### src/rtl/ppu_pkg.sv
`timescale 1ns / 1ps
package ppu_pkg;

   localparam int SLOTS_DEF = 64;
   localparam int NKINDS = 27;
   localparam int POS_W = 32;
   localparam int VEL_W = 24;
   localparam int AGE_W = 9;
   localparam int KIND_W = 5;
   localparam int CAP_W = 7;
   localparam int DRAG_MUL = 64225;

   localparam logic [0:0] REQ_SPAWN = 1'b0;
   localparam logic [0:0] REQ_TICK = 1'b1;

   localparam logic [0:0] CSR_ENABLE = 1'b0;
   localparam logic [0:0] CSR_MAX_ACTIVE = 1'b1;

   // One queued request between the front and the back.
   typedef struct packed {
      logic             is_tick;
      logic [KIND_W-1:0] kind;
      logic [POS_W-1:0]  x;
      logic [POS_W-1:0]  y;
      logic [POS_W-1:0]  z;
      logic [VEL_W-1:0]  vx;
      logic [VEL_W-1:0]  vy;
      logic [VEL_W-1:0]  vz;
   } cmd_type;

   function automatic logic [3:0] kind_frames(input logic [KIND_W-1:0] k);
      logic [3:0] r;
      case (k)
         5'd1: r = 4'd8;   5'd2: r = 4'd12;  5'd3: r = 4'd10;  5'd4: r = 4'd8;
         5'd5: r = 4'd6;   5'd6: r = 4'd4;   5'd7: r = 4'd4;   5'd9: r = 4'd4;
         5'd10: r = 4'd6;  5'd11: r = 4'd8;  5'd12: r = 4'd6;  5'd13: r = 4'd3;
         5'd14: r = 4'd4;  5'd17: r = 4'd4;  5'd19: r = 4'd4;  5'd21: r = 4'd3;
         5'd23: r = 4'd8;  5'd24: r = 4'd12;
         default: r = 4'd1;
      endcase
      return r;
   endfunction

   function automatic logic [AGE_W-1:0] kind_life(input logic [KIND_W-1:0] k);
      logic [AGE_W-1:0] r;
      case (k)
         5'd1: r = 9'd60;   5'd2: r = 9'd120;  5'd3: r = 9'd80;   5'd4: r = 9'd90;
         5'd5: r = 9'd45;   5'd6: r = 9'd40;   5'd7: r = 9'd180;  5'd8: r = 9'd60;
         5'd9: r = 9'd20;   5'd10: r = 9'd50;  5'd11: r = 9'd30;  5'd12: r = 9'd90;
         5'd13: r = 9'd15;  5'd14: r = 9'd35;  5'd15: r = 9'd60;  5'd16: r = 9'd60;
         5'd17: r = 9'd90;  5'd18: r = 9'd180; 5'd19: r = 9'd10;  5'd20: r = 9'd5;
         5'd21: r = 9'd8;   5'd22: r = 9'd300; 5'd23: r = 9'd30;  5'd24: r = 9'd45;
         5'd25: r = 9'd60;  5'd26: r = 9'd45;
         default: r = 9'd0;
      endcase
      return r;
   endfunction

   function automatic logic signed [13:0] kind_grav(input logic [KIND_W-1:0] k);
      logic signed [13:0] r;
      case (k)
         5'd1, 5'd10, 5'd23, 5'd24: r = -14'sd1311;
         5'd2, 5'd4, 5'd17: r = -14'sd655;
         5'd3, 5'd15: r = -14'sd1966;
         5'd5: r = -14'sd2621;
         5'd6, 5'd14: r = 14'sd655;
         5'd7, 5'd16: r = 14'sd1311;
         5'd8: r = 14'sd328;
         5'd9: r = 14'sd3277;
         5'd13: r = 14'sd1966;
         5'd18: r = 14'sd983;
         5'd25: r = 14'sd5243;
         5'd26: r = 14'sd3932;
         default: r = 14'sd0;
      endcase
      return r;
   endfunction

endpackage

### src/rtl/ppu_front.sv
`timescale 1ns / 1ps
// Front end: takes requests into a two-entry queue. Disabled ticks are
// dropped here since they have no effect and no result.
module ppu_front (
   input  logic              clock,
   input  logic              reset,
   input  logic              enable,
   input  logic              in_valid,
   output logic              in_ready,
   input  ppu_pkg::cmd_type  in_cmd,
   output logic              q_valid,
   input  logic              q_pop,
   output ppu_pkg::cmd_type  q_cmd
);
   ppu_pkg::cmd_type q_ff [2];
   ppu_pkg::cmd_type q_in [2];
   logic [1:0] cnt_ff, cnt_in;
   logic       push;

   assign in_ready = (cnt_ff != 2'd2);
   assign push = in_valid && in_ready && !(in_cmd.is_tick && !enable);
   assign q_valid = (cnt_ff != 2'd0);
   assign q_cmd = q_ff[0];

   always_comb begin
      q_in = q_ff;
      cnt_in = cnt_ff;
      if (q_pop && q_valid) begin
         q_in[0] = q_ff[1];
         cnt_in = cnt_in - 2'd1;
      end
      if (push) begin
         q_in[cnt_in[0]] = in_cmd;
         cnt_in = cnt_in + 2'd1;
      end
   end

   always_ff @(posedge clock) begin
      q_ff <= q_in;
      if (reset) begin
         cnt_ff <= 2'd0;
      end else begin
         cnt_ff <= cnt_in;
      end
   end

`ifndef SYNTH
   a_cnt: assert property (@(posedge clock) disable iff (reset) cnt_ff != 2'd3)
      else $error("queue count out of range");
   a_full: assert property (@(posedge clock) disable iff (reset)
      cnt_ff == 2'd2 |-> !in_ready) else $error("ready while full");
   a_pop: assert property (@(posedge clock) disable iff (reset)
      (q_pop && q_valid && !push) |=> cnt_ff == $past(cnt_ff) - 2'd1)
      else $error("pop lost");
`endif
endmodule

### config.mk
export PLATFORM = sky130hd
export DESIGN_NAME = ppu_front
export DESIGN_NICKNAME = d
export VERILOG_FILES = /design/src/rtl/ppu_pkg.sv /design/src/rtl/ppu_front.sv
export SDC_FILE = /design/constraint.sdc
export NUM_CORES = 1
export LEC_CHECK = 0
export BUFFER_PORTS_ARGS = -buffer_cell sky130_fd_sc_hd__buf_2
export CORE_ASPECT_RATIO = 1.75
export CORE_MARGIN = 2
export CORE_UTILIZATION = 40
export DETAILED_ROUTE_END_ITERATION = 10
export MAX_ROUTING_LAYER = met4
export PLACE_DENSITY = 0.69
export SYNTH_ARGS = -nofsm -noshare
export SYNTH_HDL_FRONTEND = slang
export SYNTH_SLANG_ARGS = --single-unit
### constraint.sdc
create_clock -name clock -period 9.4 [get_ports clock]
set_input_delay 0.47 -clock clock [delete_from_list [all_inputs] [get_ports clock]]
set_output_delay 0.47 -clock clock [all_outputs]
set_load 0.01 [all_outputs]
Word-level counts from Yosys, hierarchy flattened
Cells that the tools add are included.

operators by class
  add/sub/neg operators = 2
  order comparisons = 2
  equality and inequality tests = 1
  mux-type cells = 7
  bitwise gates (word level) = 1
  reduce and logical (&&, ||, !) cells = 8

operators with widths
  operator               count
  $bwmux W348            1
  $mux W174              2
  $mux W348              1
  $demux W174 S1         1
  $logic_and A1 B1 Y1    5
  $mux W2                2
  $add A2 B1 Y2 const B  1
  $ge A2 B2 Y1 const B   1
  $logic_not A1 Y1       2
  $lt A2 B1 Y1 const B   1
  $ne A2 B2 Y1 const B   1
  $not A1 Y2             1
  $reduce_bool A2 Y1     1
  $sub A2 B1 Y2 const B  1

storage, ports and cells
  register bits after elaboration = 350
  bits of input ports = 179
  output and inout bits = 176
  word-level logic and storage cells = 38

Logic depth before layout (Yosys ltp)
  depth after elaboration = 10
  depth in mapped cells = 12
  mapped depth without buffers = 7

Worst setup path after synthesis
Ideal clock, no wire load.

  path type = reg-to-reg
  from = register cnt_ff[0]
  to = register (tool-made name)
  setup time = 537 ps
  arrival time = 5384 ps
  data required time = 8863 ps
  path slack = 3479 ps
  stages on the path, launching flop included = 11
  buffers on the path = 4
  clock period less this slack = 5921 ps
  cell sequence = dfxtp_1 > buf_2 > inv_2 > clkbuf_1 > ha_1 > nand2b_4 > buf_6 > clkbuf_1 > or2_2 > inv_1 > ha_1

RTL lines
  what                      RTL line         source
  start: declaration        ppu_front.sv:17  logic [1:0] cnt_ff, cnt_in;
  start signal: assignment  ppu_front.sv:43  cnt_ff <= cnt_in;

==> flow_summary.html <==
<table>
<tr><th>Metric</th><th>Value</th></tr>
<tr><th colspan="2">Routing</th></tr>
<tr><td>Post-route met1 wirelength</td><td>~16 mm</td></tr>
<tr><td>Mean number of vias per cell</td><td>5.48</td></tr>
<tr><td>Drt drc</td><td>0</td></tr>
<tr><td>Final wirelength</td><td>approximately 40 mm</td></tr>
<tr><td>Met3 WL post-DR</td><td>approximately 2.6 mm</td></tr>
<tr><td>Via total after detailed routing</td><td>11046</td></tr>
<tr><td>Antenna Nets Post-Route</td><td>0</td></tr>
<tr><td>Average wire length per cell after detail routing</td><td>20.3 um</td></tr>
<tr><td>Metal2 WL</td><td>21.5 mm</td></tr>
<tr><td>Number of optimization iterations in the first detailed-route pass</td><td>5</td></tr>
<tr><td>Top Layer Used</td><td>met4</td></tr>
<tr><td>Iter 0 DRT Violations</td><td>677</td></tr>
<tr><th colspan="2">Min path</th></tr>
<tr><td>Start point of the worst min-delay path</td><td>reset</td></tr>
<tr><td>Tightest Hold Check Type</td><td>input pin to flop</td></tr>
<tr><td>End of the worst hold path</td><td>cnt_ff[0]</td></tr>
<tr><td>Min-Delay Path Depth</td><td>2</td></tr>
<tr><th colspan="2">Pwr</th></tr>
<tr><td>Internal power</td><td>0.00401 W</td></tr>
<tr><td>Static leakage power</td><td>7.92 nW</td></tr>
<tr><td>Power density over cell area</td><td>343 nW/um2</td></tr>
<tr><td>Net switching power figure</td><td>0.00233 W</td></tr>
<tr><td>Fraction of power consumed by the clock network</td><td>between 20% and 30%</td></tr>
<tr><td>Switching share of power</td><td>36.7%</td></tr>
<tr><td>Part of the power in registers</td><td>39.5%</td></tr>
<tr><td>PnR Total Power</td><td>between 0.006 and 0.007 W</td></tr>
<tr><td>Maximum vdd ir drop</td><td>0.000221 V</td></tr>
<tr><td>Relative contribution of combinational cells to total power</td><td>39.2%</td></tr>
<tr><th colspan="2">Clocking</th></tr>
<tr><td>Number of hold buffers added after CTS</td><td>0</td></tr>
<tr><td># resized after CTS</td><td>0</td></tr>
<tr><td>CTS tree</td><td>done</td></tr>
<tr><td>Post-CTS Setup Inserts</td><td>0</td></tr>
<tr><td>Clock-pin transition on the worst setup and hold timing paths</td><td>approximately 0.06 ns</td></tr>
<tr><td>Max Root-Sink Buffers</td><td>3</td></tr>
<tr><td>Clock Root Buffer</td><td>clkbuf_16</td></tr>
<tr><td>Inserted Clock Buffers</td><td>35</td></tr>
<tr><td>Clock H-tree levels</td><td>2</td></tr>
<tr><td>Worst-Skew Late Latency</td><td>0.53 ns</td></tr>
<tr><td>TritonCTS sink count</td><td>350</td></tr>
<tr><th colspan="2">Timing</th></tr>
<tr><td>Final critical path time including I/O delays and setup</td><td>3.70 ns</td></tr>
<tr><td>Slew margin rel.</td><td>19.1%</td></tr>
<tr><td>Clock tree skew after final layout</td><td>between 0.015 and 0.02 ns</td></tr>
<tr><td>Final setup viols</td><td>0</td></tr>
<tr><td>Measured slew at the worst slew-check pin</td><td>1.21 ns</td></tr>
<tr><td>Fin crit share</td><td>39.3%</td></tr>
<tr><td>Slew Viols, Final</td><td>0</td></tr>
<tr><td>Highest clock rate</td><td>270 MHz</td></tr>
<tr><td>Setup repair after global routing missed its margin</td><td>false</td></tr>
<tr><td>Fin. Hold Viols</td><td>0</td></tr>
<tr><td>Total Negative Setup Slacks</td><td>0 ns</td></tr>
<tr><td>Post-layout worst setup margin</td><td>5.70 ns</td></tr>
<tr><th colspan="2">Setup path</th></tr>
<tr><td>Number of cells on the worst reg-to-reg path</td><td>7</td></tr>
<tr><td>Class of the most critical setup path</td><td>flop to flop</td></tr>
<tr><td>Most numerous cell on the critical path</td><td>buf_4</td></tr>
<tr><td>Critical-path cell with the highest stage delay</td><td>ha_4</td></tr>
<tr><td>Critical Path Fanout Max</td><td>62</td></tr>
<tr><td>Start of the worst register-to-register path</td><td>cnt_ff[0]</td></tr>
<tr><td>Critical Path, Cell by Cell</td><td>inv_2, buf_4, ha_1, nor2b_4, xnor2_1, ha_4, buf_4</td></tr>
<tr><td>Req. time, crit path</td><td>9.55 ns</td></tr>
<tr><td>Flop2flop setup slack</td><td>5.70 ns</td></tr>
<tr><td>Arr. time, crit path</td><td>roughly 3.9 ns</td></tr>
<tr><td>Worst setup SP type</td><td>flop</td></tr>
<tr><td>Longest individual stage delay on the worst path</td><td>approximately 0.82 ns</td></tr>
<tr><td>CP endpoint kind</td><td>flop</td></tr>
<tr><th colspan="2">Floorplan</th></tr>
<tr><td>Area inside the core boundary</td><td>41000 um2</td></tr>
<tr><td>Number of primary I/O pins</td><td>355</td></tr>
<tr><td>Initial core utilization</td><td>40.6%</td></tr>
<tr><td>Chip height</td><td>274 um</td></tr>
<tr><td>Row cnt</td><td>98</td></tr>
<tr><td>Overall die area</td><td>around 43000 um2</td></tr>
<tr><td>Die boundary width</td><td>158 um</td></tr>
<tr><th colspan="2">Finish</th></tr>
<tr><td>Number of fill cells</td><td>between 3000 and 4000</td></tr>
<tr><td>Footprint of the multi-input gates</td><td>6010 um2</td></tr>
<tr><td>Layout cell share with drive strength beyond 1</td><td>about 29%</td></tr>
<tr><td>Area used by sequential logic in the layout</td><td>8750 um2</td></tr>
<tr><td>Layout Area Growth over Synthesis</td><td>11.1%</td></tr>
<tr><td>Post-layout nets</td><td>1615</td></tr>
<tr><th colspan="2">Global route</th></tr>
<tr><td>Total overflow reported by the global router</td><td>0</td></tr>
<tr><td>All-Layer GR Usage</td><td>between 10% and 20%</td></tr>
<tr><td>Wire length of the first global-routing pass</td><td>62.1 mm</td></tr>
<tr><td>Initial antenna violation count</td><td>6</td></tr>
<tr><td>Pin count of the biggest net entering global routing</td><td>119</td></tr>
<tr><td>Vias in the first global route</td><td>11236</td></tr>
<tr><th colspan="2">Synthesis</th></tr>
<tr><td>Average footprint of a synthesized cell</td><td>12.7 um2</td></tr>
<tr><td>Number of synthesized register bits</td><td>350</td></tr>
<tr><td>Netlist cell types</td><td>31</td></tr>
<tr><td>Count of warnings emitted by yosys</td><td>0</td></tr>
<tr><td>Net count after synthesis</td><td>1493</td></tr>
<tr><td>Synth Cell Area</td><td>16600 um2</td></tr>
<tr><td>Sequential share of the synthesized area</td><td>52.7%</td></tr>
<tr><td>Gate count after technology mapping</td><td>1311</td></tr>
<tr><th colspan="2">Run status</th></tr>
<tr><td>Status</td><td>complete, no violations</td></tr>
<tr><th colspan="2">Flow run</th></tr>
<tr><td>Maxcap violations</td><td>0</td></tr>
<tr><th colspan="2">Placed design</th></tr>
<tr><td>Final HPWL DP</td><td>25.7 mm</td></tr>
<tr><td>Post-placement worst setup slack</td><td>5.68 ns</td></tr>
<tr><td>Count of input and output buffers</td><td>~350</td></tr>
<tr><td>Last weighted congestion value of the routability-driven placer</td><td>slightly below 0.8</td></tr>
</table>
[placed cells by master (no fill, tap or decap), types with 2 or more instances in the layout]
cell	n
diode_2	7
clkbuf_16	36
xnor2_1	2
nor2_1	3
o21ai_0	2
o211ai_1	71
mux2i_1	377
a21oi_1	2
or4_1	56
clkinv_1	2
ha_1	2
clkinv_2	6
buf_4	13
clkbuf_1	13
o221ai_1	55
nand2b_4	2
nand3_1	32
buf_2	354
edfxtp_1	174
a22oi_1	55
dfxtp_1	175
inv_1	4
[power groups by stage]
stage                     clock network, W  logic [W]  registers (W)
after floorplan                          0    0.00222        0.00246
after global routing               0.00145    0.00271        0.00256
after global placement                   0    0.00243        0.00251
after CTS                          0.00139    0.00252        0.00251
final                              0.00135    0.00248        0.00250
after detailed placement                 0    0.00251        0.00253
[worst max-delay path: cells and delay by family, from the launching register on]
family	cells	cell delay [ns]
fa+ha+maj	2	1.18
simple gates	1	0.06
flops	1	0.32
buf+inv	3	1.40
xor+xnor	1	0.27
[metrics by stage]
stage	util [%]	cells	hold WS [ns]	area (um2)
after detailed placement	42.4	1946	0.493	17400
after global placement	42.4	1946	0.482	17400
after CTS	45.0	2009	0.0964	18400
after global routing	45.0	2015	0.0996	18400
after floorplan	-	1311	0.475	16600
final	45.1	2016	0.125	18500
[layer usage]
| metal | up-vias | track usage [%] |
|---|---|---|
| met5 | - | - |
| met4 | 0 | 6.38 |
| met3 | 51 | 4.21 |
| met2 | 376 | 32.6 |
| met1 | 5488 | 20.6 |
| li1 | 5131 | - |
[layout make-up]
class,count,area share [%]
flip-flops and latches,350,47.4
clock inverters,13,0.590
clock buffers,50,5.22
repair buffers,368,10.2
inverters,5,0.102
well taps,550,3.73
diodes,7,0.0949
multi-input cells,673,32.6
[Yosys cell counts]
library cell / instances / area (um2)
mux2i_1: 377 / 3770
buf_4: 176 / 1320
dfxtp_1: 176 / 3520
edfxtp_1: 174 / 5230
o211ai_1: 71 / 533
clkbuf_1: 58 / 218
or4_1: 56 / 420
a22oi_1: 55 / 413
o221ai_1: 55 / 482
nand3_1: 32 / 160
buf_2: 29 / 145
buf_6: 15 / 169
buf_1: 5 / 18.8
inv_1: 4 / 15.0
ha_1: 3 / 37.5
nor2_1: 3 / 11.3
or3_1: 3 / 18.8
a21oi_1: 2 / 10.0
nor2b_1: 2 / 12.5
nor3_1: 2 / 10.0
o21ai_0: 2 / 10.0
xnor2_1: 2 / 17.5
a211oi_1: 1 / 7.51
and2_1: 1 / 6.26
and2b_1: 1 / 7.51
inv_2: 1 / 3.75
nand2b_1: 1 / 6.26
nand2b_4: 1 / 13.8
o211a_1: 1 / 10.0
o31ai_1: 1 / 7.51
or2_2: 1 / 6.26
[cell families (layout without fill, tap and decap cells)]
family          count (synthesis)  in the layout  synth area share (%)
compound gates                188            188                  8.86
xor+xnor                        2              2                 0.105
fa+ha+maj                       3              3                 0.226
buf+inv                       288            436                  11.4
flops                         350            350                  52.7
mux                           377            377                  22.7
other cells                     0              7                     0
simple gates                  103            103                  4.05
[worst max-delay path by stage]
stage              start    to  cells past startpoint
6_report       cnt_ff[0]  flop                      7
5_1_grt        cnt_ff[0]  flop                      7
3_5_place_dp   cnt_ff[0]  flop                      7
4_1_cts        cnt_ff[0]  flop                      7
3_3_place_gp   cnt_ff[0]  flop                      7
2_1_floorplan  cnt_ff[0]  flop                     10
No activity file was read; power rests on OpenSTA's default activity.
